[src/sv/amqp_dd_pkg.sv]
package amqp_dd_pkg;

  localparam logic [7:0]  EndMark     = 8'hCE;
  localparam logic [31:0] CmDeliver   = 32'h003C003C;
  localparam logic [31:0] CmChanClose = 32'h00140028;
  localparam logic [31:0] CmConnClose = 32'h000A0032;
  localparam logic [31:0] HdrMinLen   = 32'd14;
  localparam logic [7:0]  FtMethod    = 8'd1;
  localparam logic [7:0]  FtHeader    = 8'd2;
  localparam logic [7:0]  FtBody      = 8'd3;

  localparam logic [1:0] KindBody = 2'd0;
  localparam logic [1:0] KindDone = 2'd1;
  localparam logic [1:0] KindErr  = 2'd2;

  localparam logic [2:0] ErrEnd       = 3'd0;
  localparam logic [2:0] ErrShort     = 3'd1;
  localparam logic [2:0] ErrArgs      = 3'd2;
  localparam logic [2:0] ErrChanClose = 3'd3;
  localparam logic [2:0] ErrConnClose = 3'd4;
  localparam logic [2:0] ErrHeader    = 3'd5;
  localparam logic [2:0] ErrNoHeader  = 3'd6;

  // Front phases, one-hot
  typedef enum logic [2:0] {
    PhHeader  = 3'b001,
    PhPayload = 3'b010,
    PhEnd     = 3'b100
  } phase_e;

  // Result word passed through the queue
  typedef struct packed {
    logic [1:0]  kind;
    logic [7:0]  body_byte;
    logic [63:0] msg_tag;
    logic [63:0] body_size;
    logic [2:0]  error_code;
  } result_t;

endpackage

[src/sv/amqp_dd_parser.sv]
module amqp_dd_parser (
  input  logic                 clk_i,
  input  logic                 rst_ni,
  input  logic                 in_valid_i,
  input  logic [7:0]           rx_byte_i,
  output logic                 res_valid_o,
  output amqp_dd_pkg::result_t res_o
);
  import amqp_dd_pkg::*;

  phase_e      phase_q, phase_d;
  logic [31:0] idx_q, idx_d;
  logic [7:0]  ftype_q, ftype_d;
  logic [31:0] flen_q, flen_d;
  logic [31:0] cm_q, cm_d;
  logic [7:0]  tlen_q, tlen_d;
  logic [63:0] tshift_q, tshift_d;
  logic [63:0] ctag_q, ctag_d;
  logic [63:0] dsize_q, dsize_d;
  logic [63:0] rcnt_q, rcnt_d;
  logic        mseen_q, mseen_d, hseen_q, hseen_d, halt_q, halt_d;
  logic [32:0] tag_lo, tag_hi, args_min;
  logic        rcnt_lt;
  result_t     r;
  logic        rv;

  assign tag_lo   = 33'd5 + {25'd0, tlen_q};
  assign tag_hi   = tag_lo + 33'd8;
  assign args_min = 33'd13 + {25'd0, tlen_q};
  assign rcnt_lt  = rcnt_q < dsize_q;

  // Classify one byte and update frame state
  always_comb begin
    phase_d = phase_q; idx_d = idx_q; ftype_d = ftype_q; flen_d = flen_q;
    cm_d = cm_q; tlen_d = tlen_q; tshift_d = tshift_q; ctag_d = ctag_q;
    dsize_d = dsize_q; rcnt_d = rcnt_q; mseen_d = mseen_q; hseen_d = hseen_q;
    halt_d = halt_q;
    r = '0;
    rv = 1'b0;
    if (in_valid_i && !halt_q) begin
      case (phase_q)
        PhHeader: begin
          if (idx_q == 32'd0) begin
            ftype_d = rx_byte_i; flen_d = '0; cm_d = '0; tlen_d = '0; tshift_d = '0;
          end else if (idx_q >= 32'd3) begin
            flen_d = {flen_q[23:0], rx_byte_i};
          end
          if (idx_q >= 32'd6) begin
            idx_d = '0;
            phase_d = (flen_d == 32'd0) ? PhEnd : PhPayload;
          end else begin
            idx_d = idx_q + 32'd1;
          end
        end
        PhPayload: begin
          if (ftype_q == FtMethod) begin
            if (idx_q < 32'd4) cm_d = {cm_q[23:0], rx_byte_i};
            else if (idx_q == 32'd4) tlen_d = rx_byte_i;
            else if ({1'b0, idx_q} >= tag_lo && {1'b0, idx_q} < tag_hi)
              tshift_d = {tshift_q[55:0], rx_byte_i};
          end else if (ftype_q == FtHeader) begin
            if (idx_q >= 32'd4 && idx_q < 32'd12) dsize_d = {dsize_q[55:0], rx_byte_i};
          end else if (ftype_q == FtBody) begin
            if (hseen_q && rcnt_lt) begin
              rcnt_d = rcnt_q + 64'd1;
              rv = 1'b1; r.kind = KindBody; r.body_byte = rx_byte_i;
            end
          end
          if (idx_q + 32'd1 >= flen_q || idx_q == 32'hFFFFFFFF) begin
            phase_d = PhEnd; idx_d = '0;
          end else begin
            idx_d = idx_q + 32'd1;
          end
        end
        PhEnd: begin
          phase_d = PhHeader; idx_d = '0;
          if (rx_byte_i != EndMark) begin
            rv = 1'b1; r.kind = KindErr; r.error_code = ErrEnd;
          end else if (ftype_q == FtMethod) begin
            if (flen_q < 32'd4) begin
              rv = 1'b1; r.kind = KindErr; r.error_code = ErrShort;
            end else if (cm_q == CmDeliver) begin
              if ({1'b0, flen_q} < args_min) begin
                rv = 1'b1; r.kind = KindErr; r.error_code = ErrArgs;
              end else begin
                ctag_d = tshift_q; mseen_d = 1'b1;
              end
            end else if (cm_q == CmChanClose) begin
              rv = 1'b1; r.kind = KindErr; r.error_code = ErrChanClose;
            end else if (cm_q == CmConnClose) begin
              rv = 1'b1; r.kind = KindErr; r.error_code = ErrConnClose;
            end
          end else if (ftype_q == FtHeader) begin
            if (!mseen_q || flen_q < HdrMinLen) begin
              rv = 1'b1; r.kind = KindErr; r.error_code = ErrHeader;
            end else if (dsize_q == 64'd0) begin
              rv = 1'b1; r.kind = KindDone; r.msg_tag = ctag_q; r.body_size = 64'd0;
              mseen_d = 1'b0; hseen_d = 1'b0; dsize_d = '0; rcnt_d = '0;
            end else begin
              hseen_d = 1'b1;
            end
          end else if (ftype_q == FtBody) begin
            if (!hseen_q) begin
              rv = 1'b1; r.kind = KindErr; r.error_code = ErrNoHeader;
            end else if (!rcnt_lt) begin
              rv = 1'b1; r.kind = KindDone; r.msg_tag = ctag_q; r.body_size = dsize_q;
              mseen_d = 1'b0; hseen_d = 1'b0; dsize_d = '0; rcnt_d = '0;
            end
          end
          if (rv && r.kind == KindErr) halt_d = 1'b1;
        end
        default: phase_d = PhHeader;
      endcase
    end
  end

  // Hold frame state
  always_ff @(posedge clk_i or negedge rst_ni) begin
    if (!rst_ni) begin
      phase_q <= PhHeader; idx_q <= '0; ftype_q <= '0; flen_q <= '0; cm_q <= '0;
      tlen_q <= '0; tshift_q <= '0; ctag_q <= '0; dsize_q <= '0; rcnt_q <= '0;
      mseen_q <= 1'b0; hseen_q <= 1'b0; halt_q <= 1'b0;
    end else begin
      phase_q <= phase_d; idx_q <= idx_d; ftype_q <= ftype_d; flen_q <= flen_d;
      cm_q <= cm_d; tlen_q <= tlen_d; tshift_q <= tshift_d; ctag_q <= ctag_d;
      dsize_q <= dsize_d; rcnt_q <= rcnt_d; mseen_q <= mseen_d; hseen_q <= hseen_d;
      halt_q <= halt_d;
    end
  end

  assign res_valid_o = rv;
  assign res_o = r;

  a_halt_sticky: assert property (@(posedge clk_i) disable iff (!rst_ni)
    halt_q |=> halt_q) else $error("halt cleared");
  a_halt_quiet: assert property (@(posedge clk_i) disable iff (!rst_ni)
    halt_q |-> !res_valid_o) else $error("result while halted");
  a_hdr_implies_method: assert property (@(posedge clk_i) disable iff (!rst_ni)
    hseen_q |-> mseen_q) else $error("header without method");
endmodule

[src/sv/amqp_dd_queue.sv]
module amqp_dd_queue #(
  parameter int unsigned Depth = 4
) (
  input  logic                 clk_i,
  input  logic                 rst_ni,
  input  logic                 wr_i,
  input  amqp_dd_pkg::result_t wdata_i,
  output logic                 full_o,
  input  logic                 rd_i,
  output logic                 empty_o,
  output amqp_dd_pkg::result_t rdata_o
);
  import amqp_dd_pkg::*;

  localparam int unsigned Aw = (Depth > 1) ? $clog2(Depth) : 1;

  result_t        mem_q [Depth];
  logic [Aw-1:0]  wp_q, rp_q;
  logic [Aw:0]    cnt_q;
  logic           do_wr, do_rd;

  assign do_wr = wr_i;
  assign do_rd = rd_i && (cnt_q != '0);
  assign empty_o = (cnt_q == '0);
  // Stop input only when every slot holds a word
  assign full_o = (cnt_q == (Aw+1)'(Depth));
  assign rdata_o = mem_q[rp_q];

  // Store words
  always_ff @(posedge clk_i) begin
    if (do_wr) mem_q[wp_q] <= wdata_i;
  end

  // Advance pointers
  always_ff @(posedge clk_i or negedge rst_ni) begin
    if (!rst_ni) begin
      wp_q <= '0; rp_q <= '0; cnt_q <= '0;
    end else begin
      if (do_wr) wp_q <= (wp_q == Aw'(Depth - 1)) ? '0 : wp_q + 1'b1;
      if (do_rd) rp_q <= (rp_q == Aw'(Depth - 1)) ? '0 : rp_q + 1'b1;
      cnt_q <= cnt_q + (Aw+1)'(do_wr) - (Aw+1)'(do_rd);
    end
  end

  a_no_overflow: assert property (@(posedge clk_i) disable iff (!rst_ni)
    (cnt_q == (Aw+1)'(Depth)) |-> !(do_wr && !do_rd)) else $error("queue overflow");
  a_cnt_bound: assert property (@(posedge clk_i) disable iff (!rst_ni)
    cnt_q <= (Aw+1)'(Depth)) else $error("count out of range");
  a_empty_read: assert property (@(posedge clk_i) disable iff (!rst_ni)
    (empty_o && !wr_i) |=> empty_o) else $error("empty queue went nonempty");
endmodule

[src/sv/amqp_delivery_deframer_unit.sv]
// Channel  | Direction | Handshake          | Word
// input    | in        | push / full        | rx_byte_i
// result   | out       | pop / empty        | kind_o, body_byte_o, msg_tag_o,
//          |           |                    | body_size_o, error_code_o
// One byte is taken per cycle while full is low; a result enters the queue in the cycle
// its byte is taken and can be popped from the next cycle on.
// The sustained rate is set by the combinational parser front; the queue decouples pop.
// Reset clears all frame state and empties the queue; no clearing pass.
// full rises when the queue holds QueueDepth words, so stalls on pop reach push.
module amqp_delivery_deframer_unit #(
  parameter int unsigned QueueDepth = 4
) (
  input  logic        clk_i,
  input  logic        rst_ni,
  input  logic        push,
  output logic        full,
  input  logic [7:0]  rx_byte_i,
  output logic        empty,
  input  logic        pop,
  output logic [1:0]  kind_o,
  output logic [7:0]  body_byte_o,
  output logic [63:0] msg_tag_o,
  output logic [63:0] body_size_o,
  output logic [2:0]  error_code_o
);
  import amqp_dd_pkg::*;

  logic    acc, res_v, q_full;
  result_t res, head;

  assign full = q_full;
  assign acc  = push && !q_full;

  amqp_dd_parser u_parser (
    .clk_i, .rst_ni, .in_valid_i(acc), .rx_byte_i,
    .res_valid_o(res_v), .res_o(res)
  );

  amqp_dd_queue #(.Depth(QueueDepth)) u_queue (
    .clk_i, .rst_ni, .wr_i(res_v), .wdata_i(res), .full_o(q_full),
    .rd_i(pop), .empty_o(empty), .rdata_o(head)
  );

  assign kind_o         = head.kind;
  assign body_byte_o    = head.body_byte;
  assign msg_tag_o      = head.msg_tag;
  assign body_size_o    = head.body_size;
  assign error_code_o   = head.error_code;
endmodule
[config.mk]
export PLATFORM = sky130hd
export DESIGN_NAME = amqp_delivery_deframer_unit
export DESIGN_NICKNAME = d
export VERILOG_FILES = /design/src/sv/amqp_dd_pkg.sv /design/src/sv/amqp_dd_parser.sv /design/src/sv/amqp_dd_queue.sv /design/src/sv/amqp_delivery_deframer_unit.sv
export SDC_FILE = /design/constraint.sdc
export NUM_CORES = 1
export LEC_CHECK = 0
export ABC_CLOCK_PERIOD_IN_PS = 6750
export BUFFER_PORTS_ARGS = -buffer_cell sky130_fd_sc_hd__buf_2
export CAP_MARGIN = 20
export CORE_MARGIN = 5
export CORE_UTILIZATION = 56
export DETAILED_ROUTE_END_ITERATION = 10
export GPL_ROUTABILITY_DRIVEN = 0
export PLACE_DENSITY = 0.75
export SYNTH_ARGS = -nofsm -noshare
export SYNTH_HDL_FRONTEND = slang
export SYNTH_SLANG_ARGS = --single-unit
[constraint.sdc]
create_clock -name clk_i -period 6.75 [get_ports clk_i]
set_input_delay 0.675 -clock clk_i [delete_from_list [all_inputs] [get_ports clk_i]]
set_output_delay 0.675 -clock clk_i [all_outputs]
set_load 0.01 [all_outputs]
==> flow_metrics.env, run 1 <==
export IMPL_drv_cap=0
export IMPL_viasPerCell=6.35
export IMPL_place_detailed_hpwl_um=63600
export IMPL_relSlewSlack=0.174
export IMPL_synth_area_um2=41800
export IMPL_dr_wl_met2_um=48000
export IMPL_postCtsHoldBufs=0
export IMPL_path_clk_slew_ns=0.06
export IMPL_dr_pass1_iters=6
export IMPL_ys_ff_latch=945
export IMPL_synthXorXnorAreaFrac=0.00942
export IMPL_cp_max_fo=29
export IMPL_synth_adder_area_share=0.0400
export IMPL_yosysUniqueCellTypes=80
export IMPL_synth_flop_cell="edfxtp_1"
export IMPL_grt_pass1_wl_um=157000
export IMPL_route_met3_wl_um=7670
export IMPL_area_growth_pct=11.9
export IMPL_synth_edff_count=564
export IMPL_slew_viol_final=0
export IMPL_finalCritPeriodShare=0.829
export IMPL_cp_cell_sequence="nand3_1 > or3_1 > nor3_1 > and2_1 > nand2_1 > nor2_1 > xnor2_1 > inv_1 > ha_1 > and4_1 > nand3_1 > or3_1 > or3_1 > o211a_1 > a311o_1 > mux2_1"
export IMPL_rows=100
export IMPL_die_area_um2=80300
export IMPL_crit_required_ns=7.24
export IMPL_cts_setup_buffers=0
export IMPL_fin_worst_skew_ns=0.0486
export IMPL_cts_htree_levels=3
export IMPL_drt_initial_drc_count=2927
export IMPL_worst_pin_slew_ns=1.23
export IMPL_cts_resized=0
export IMPL_num_io_pins=155
export IMPL_slowest_stage="dfrtp_1"
export IMPL_io_buffers=154
export IMPL_synth_area_per_cell_um2=13.6
export IMPL_worstHoldPathType="input pin to async pin"
export IMPL_ys_seq_area_frac=0.633
export IMPL_cp_arrival_ns=6.09
export IMPL_core_um2=74300
export IMPL_synth_top_area_frac=0.405
export IMPL_m1WireLength_um=42000
export IMPL_die_y_um=283
export IMPL_netlist_instances=3079
export IMPL_ir_worst_vdd_uv=217
export IMPL_yosys_warnings=0
export IMPL_cpPeakStageDelay_ns=0.66
export IMPL_yosysTopAreaCell="edfxtp_1"
export IMPL_root_buffer="clkbuf_16"
export IMPL_drt_total_wl_um=99800
export IMPL_setup_viol=0
export IMPL_start_util=0.563
export IMPL_rsz0062_at_grt="no"
export IMPL_synth_commonest_cells="564 x edfxtp_1, 380 x dfrtp_1, 318 x nand2_1"
export IMPL_worstSetupPathType="register to register"
export IMPL_synth_top_family_by_area="simple AND/OR/NAND/NOR gates"
export IMPL_synth_top_cells_by_area="edfxtp_1 40%, dfrtp_1 23%, mux4_2 7.6%"
export IMPL_end_kind="register"
export IMPL_drc=0
export IMPL_synth_simple_area_share=0.0980
export IMPL_cts_tree="yes"
export IMPL_whs_ns=0.0608
export IMPL_first_global_vias=27145
export IMPL_critPathLaunchType="register"
export IMPL_clk_path_buf_depth=3
export IMPL_finalSetupTns_ns=0
export IMPL_antenna_left=0
export IMPL_min_period_ns=5.60
export IMPL_finalHoldViolations=0
export IMPL_p_leak_nw=18.5
export IMPL_power_density_nw_per_um2=330
export IMPL_nNetsFinal=3348
export IMPL_grt_use_total=0.245
export IMPL_async_reset_ff_frac=0.403
export IMPL_grt_overflow=0
export IMPL_insertion_delay_ns=0.66
export IMPL_vias=26985
export IMPL_fmax_mhz=179
export IMPL_status="complete, no violations"
export IMPL_wire_per_inst_um=23.5
export IMPL_synth_most_common_cell="edfxtp_1"
export IMPL_cts_inserted_buffers=94
export IMPL_drive_above_1_share=0.161
export IMPL_die_w_um=283
export IMPL_crit_top_cell="or3_1"
export IMPL_syn_nets=3224
export IMPL_synthMuxAreaShare=0.0947
export IMPL_synth_compound_area_frac=0.0880
export IMPL_cts_sinks=945
export IMPL_grt_start_max_net_pins=150
export IMPL_top_layer_used="met5"
export IMPL_antenna_found_initial=3
==> worst max-delay path, delay by kind of cell, from the launching register on <==
kind | cells | cell delay [ns]
and+or+nand+nor | 10 | 2.78
adders and majority gates | 1 | 0.30
xor gates and xnor gates | 1 | 0.15
muxes | 1 | 0.33
DFF | 1 | 0.66
AOI/OAI and AO/OA | 2 | 1.12
buffers and inverters | 1 | 0.08
==> report_power, final <==
| part | leakage, nW | total [mW] | switching (mW) | internal [mW] |
|---|---|---|---|---|
| logic | 6.54 | 3.43 | 1.91 | 1.53 |
| clock network | 1.54 | 5.29 | 2.22 | 3.07 |
| registers | 10.4 | 6.75 | 0.444 | 6.31 |
| total | 18.5 | 15.5 | 4.57 | 10.9 |
==> cell families after synthesis <==
group | Yosys count
compound gates | 552
xor+xnor | 45
fa+ha+maj | 133
buf+inv | 378
flops | 945
mux | 218
other cells | 1
simple gates | 807
==> cell type report <==
class / instances / area, µm²
diodes: 1 / 2.50
clock buffers: 116 / 2530
clock inverters: 59 / 624
fillers: 5289 / 27500
inverters: 209 / 785
multi-input cells: 1756 / 13900
flip-flops and latches: 945 / 26500
well taps: 969 / 1210
repair buffers: 197 / 1260
==> final timing paths <==
| check | start | cells after the start | slack, ns | end |
|---|---|---|---|---|
| max reg2reg | u_parser.idx_q[2] | 16 | 1.15 | u_parser.phase_q[2] |
| max | u_parser.idx_q[2] | 16 | 1.15 | u_parser.phase_q[2] |
| min reg2reg | u_parser.ctag_q[61] | 2 | 0.46 | u_parser.ctag_q[61] |
| min in group clk_i | rx_byte_i[7] | 3 | 0.39 | u_parser.tshift_q[7] |
| min | rst_ni | 1 | 0.06 | u_parser.flen_q[27] |
| max in group asynchronous | rst_ni | 2 | 5.34 | u_parser.dsize_q[18] |
==> cell usage in the layout, fill, tap and decap left out, types with 10 or more instances in the layout <==
master     netlist  final
nor2_1          67     65
nand2b_1        11     11
o211ai_1        13     13
buf_4           13     24
clkinv_2         0     18
and3_1          29     29
inv_1          209    209
buf_2           28    158
buf_12           0     13
nand3_1         54     53
clkbuf_16        0     98
nor3_1          29     29
and2_1          82     78
a22o_1         121    121
xor2_1          17     17
nand4_1         37     37
or3_1           11     11
a31oi_1         59     59
o21ai_0        159    158
o21a_1          13     13
xnor2_1         28     28
ha_1           132    132
nor4_1         112    111
dfrtp_1        380    378
clkinv_1         0     14
bufinv_16        0     10
and4_1          13     13
a21oi_1         85     84
a41oi_1         13     13
nand2_1        318    318
a21o_1          23     22
a211oi_1        11     11
mux4_2         141    141
mux2i_1         65     65
clkbuf_1        96     17
edfxtp_1       564    564
==> through the flow <==
stage	setup WS [ns]	area, µm²	utilization	total power [mW]	cells
floorplan	0.0925	41800	-	8.98	3079
global placement	1.49	43600	0.587	10.2	4069
detailed placement	1.30	43600	0.587	10.3	4069
CTS	1.25	46800	0.629	15.6	4244
global route	0.800	46800	0.630	16.1	4251
finish	1.15	46800	0.630	15.5	4252
==> flip-flops by register name, summed over array words and instances (netlist names) <==
register           flops
u_parser.cm_q         32
u_parser.ctag_q       64
u_parser.ftype_q       8
u_parser.flen_q       32
u_parser.hseen_q       1
u_queue.mem_q        564
u_queue.rp_q           2
u_parser.dsize_q      64
u_parser.tlen_q        8
u_parser.phase_q       3
u_parser.tshift_q     64
u_parser.idx_q        32
u_queue.wp_q           2
u_queue.cnt_q          3
u_parser.mseen_q       1
u_parser.rcnt_q       64
u_parser.halt_q        1
==> per-layer routing <==
metal | vias to the layer above | GRT usage
li1 | 11857 | -
met1 | 13738 | 0.346
met2 | 1204 | 0.397
met3 | 182 | 0.0501
met4 | 4 | 0.0643
met5 | - | 0
Note: power is estimated with default switching activity, not from simulation.
==> run 2, diff against run 1 <==
ABC_AREA = 1   (was default)
ABC_CLOCK_PERIOD_IN_PS = 4850   (was 6750)
clock period = 4.85 ns   (was 6.75 ns; I/O delays follow)
==> flow_metrics.env, run 2 <==
export IMPL_area_growth_pct=11.5
export IMPL_final_cell_mix="879 x nand2_1, 601 x nor2_1, 564 x edfxtp_1"
export IMPL_multi_input_area_um2=16100
export IMPL_grt_use_total=0.269
export IMPL_synth_area_um2=45400
export IMPL_netlist_instances=4856
export IMPL_worstSetupPathType="register to register"
export IMPL_synth_top_cells_by_area="edfxtp_1 37%, dfrtp_1 21%, nand2_1 7.3%"
export IMPL_cp_arrival_ns=4.73
export IMPL_min_period_ns=4.17
export IMPL_vias=35949
export IMPL_regArea_um2=26500
export IMPL_clk_path_buf_depth=3
export IMPL_drt_initial_drc_count=4036
export IMPL_synthXorXnorAreaFrac=0.0170
export IMPL_dp_cells=5886
export IMPL_dr_pass1_iters=7
export IMPL_n_antenna_cell=0
export IMPL_relSlewSlack=0.297
export IMPL_synth_adder_area_share=0.0368
export IMPL_end_kind="register"
export IMPL_fmax_mhz=240
export IMPL_synth_commonest_cells="882 x nand2_1, 607 x nor2_1, 564 x edfxtp_1"
export IMPL_cts_htree_levels=3
export IMPL_cp_max_fo=14
export IMPL_worstHoldPathType="input pin to register"
export IMPL_p_leak_nw=20.1
export IMPL_insertion_delay_ns=0.68
export IMPL_dp_slack_ns=0.804
export IMPL_critPathLaunchType="register"
export IMPL_drc=0
export IMPL_finalHoldViolations=0
export IMPL_yosysUniqueCellTypes=52
export IMPL_ys_seq_area_frac=0.583
export IMPL_root_buffer="clkbuf_16"
export IMPL_synth_flop_cell="edfxtp_1"
export IMPL_start_util=0.564
export IMPL_status="complete, no violations"
export IMPL_async_reset_ff_frac=0.403
export IMPL_synth_edff_count=564
export IMPL_yosys_warnings=0
export IMPL_finalCritPeriodShare=0.859
export IMPL_die_w_um=295
export IMPL_fin_worst_skew_ns=0.0371
export IMPL_synthMuxAreaShare=0
export IMPL_cts_tree="yes"
export IMPL_drv_cap=0
export IMPL_antenna_left=0
export IMPL_setup_viol=0
export IMPL_finalSetupTns_ns=0
export IMPL_largest_register_ffs=564
export IMPL_synth_most_common_cell="nand2_1"
export IMPL_synth_top_family_by_area="simple AND/OR/NAND/NOR gates"
export IMPL_stdcell_count=6065
export IMPL_synth_compound_area_frac=0.106
export IMPL_nFillCells=6417
export IMPL_worst_pin_slew_ns=1.05
export IMPL_power_density_nw_per_um2=405
export IMPL_grt_overflow=0
export IMPL_die_y_um=295
export IMPL_io_buffers=154
export IMPL_ir_worst_vdd_uv=308
export IMPL_synth_simple_area_share=0.193
export IMPL_slew_viol_final=0
export IMPL_antenna_found_initial=0
export IMPL_placed_cell_area_um2=47300
export IMPL_nNetsFinal=5068
export IMPL_num_io_pins=155
export IMPL_ys_ff_latch=945
export IMPL_synth_area_per_cell_um2=9.34
export IMPL_power_total_mw=20.5
export IMPL_stdcell_area_um2=50600
export IMPL_rsz0062_at_grt="no"
export IMPL_place_detailed_hpwl_um=78000
export IMPL_first_global_vias=33722
export IMPL_core_um2=80400
export IMPL_regMostFlops="u_queue.mem_q"
export IMPL_synth_top_area_frac=0.373
export IMPL_rows=104
export IMPL_die_area_um2=86800
export IMPL_grt_start_max_net_pins=185
export IMPL_viasPerCell=5.93
export IMPL_path_clk_slew_ns=0.06
export IMPL_syn_nets=5001
export IMPL_setup_ws_ns=0.683
export IMPL_crit_required_ns=5.41
export IMPL_yosysTopAreaCell="edfxtp_1"
export IMPL_cts_inserted_buffers=94
export IMPL_cts_setup_buffers=0
export IMPL_grt_pass1_wl_um=188000
export IMPL_drt_total_wl_um=119000
export IMPL_wire_per_inst_um=19.6
export IMPL_final_common_cell="nand2_1"
export IMPL_cts_sinks=945
export IMPL_drive_above_1_share=0.0881
## run 2: cell types whose count changed in the layout (fill, tap and decap cells not counted), sizes merged, moves of 141 or more
cell,change
o21ai,+417
nor2,+549
nand2,+567
mux4,-141
o22ai,+179
nand3,+203
inv,+264
## run 2: repair_timing
action / in CTS / in global routing
setup endpoints to repair: 0 / 0
gates resized for setup: 0 / 0
endpoints found under the hold margin: 87 / 0
hold buffers: 1 / 0
## run 2: area by class of cell
type / instances / share of cell area
Clock inverter: 58 / 0.0150
Timing Repair Buffer: 216 / 0.0311
Sequential cell: 945 / 0.523
Clock buffer: 120 / 0.0500
Tap cell: 1060 / 0.0262
Inverter: 483 / 0.0360
Multi-Input combinational cell: 3183 / 0.318
## run 2: per-stage QoR
step | utilization | hold slack, ns
CTS | 0.629 | 0.130
floorplan | - | 0.189
finish | 0.629 | 0.162
detailed placement | 0.588 | 0.474
global route | 0.629 | 0.160
global placement | 0.588 | 0.467
## run 2: report_power, final
group	total [mW]	internal [mW]	switching, mW	leakage (nW)
clock	7.58	4.38	3.20	1.55
combinational	4.23	1.37	2.86	8.58
sequential	8.67	8.50	0.168	9.95
## run 2: critical path: stages, from the launching register on
cell,delay (ns)
dfrtp_1,0.48
nand2_1,0.15
nor3_1,0.24
nand2_1,0.16
nor4_2,0.36
nand2_1,0.13
nor4_1,0.37
nand2_1,0.16
o21ai_1,0.19
inv_1,0.06
ha_1,0.28
nand2_1,0.08
nor2_1,0.07
nand2_1,0.06
o211ai_1,0.07
a21oi_1,0.13
nand3_1,0.09
nor2_1,0.14
nand2_1,0.11
o21ai_2,0.22
nand2_1,0.13
buf_4,0.21
o21ai_0,0.17
## run 2: path summary, 6_finish.rpt
path / from / cells after the start / slack (ns) / to
hold / removal: rx_byte_i[1] / 3 / 0.16 / u_parser.dsize_q[1]
max in group asynchronous: rst_ni / 3 / 3.15 / u_parser.ctag_q[14]
setup reg to reg: u_parser.idx_q[3] / 22 / 0.68 / u_parser.idx_q[26]
hold reg to reg: u_parser.flen_q[31] / 2 / 0.48 / u_parser.flen_q[31]
setup / recovery: u_parser.idx_q[3] / 22 / 0.68 / u_parser.idx_q[26]
min in group asynchronous: rst_ni / 2 / 0.42 / u_parser.ctag_q[57]
## run 2: cell families (layout without fill, tap and decap cells)
logic type                 count (synthesis)  after routing
and+or+nand+nor                         2054           2054
xor gates and xnor gates                  88             88
buffers and inverters                    728            877
DFF                                      945            945
AOI/OAI and AO/OA                        907            907
adders and majority gates                133            133
other                                      1              1
## run 2: routing by layer
layer  vias to the layer above  GRT usage  part of all wire
met2                      1681      0.419              0.46
met4                         0     0.0835             0.029
met1                     17312      0.394              0.42
li1                      16738          -                 -
met5                         -          0                 0
met3                       218     0.0433             0.088
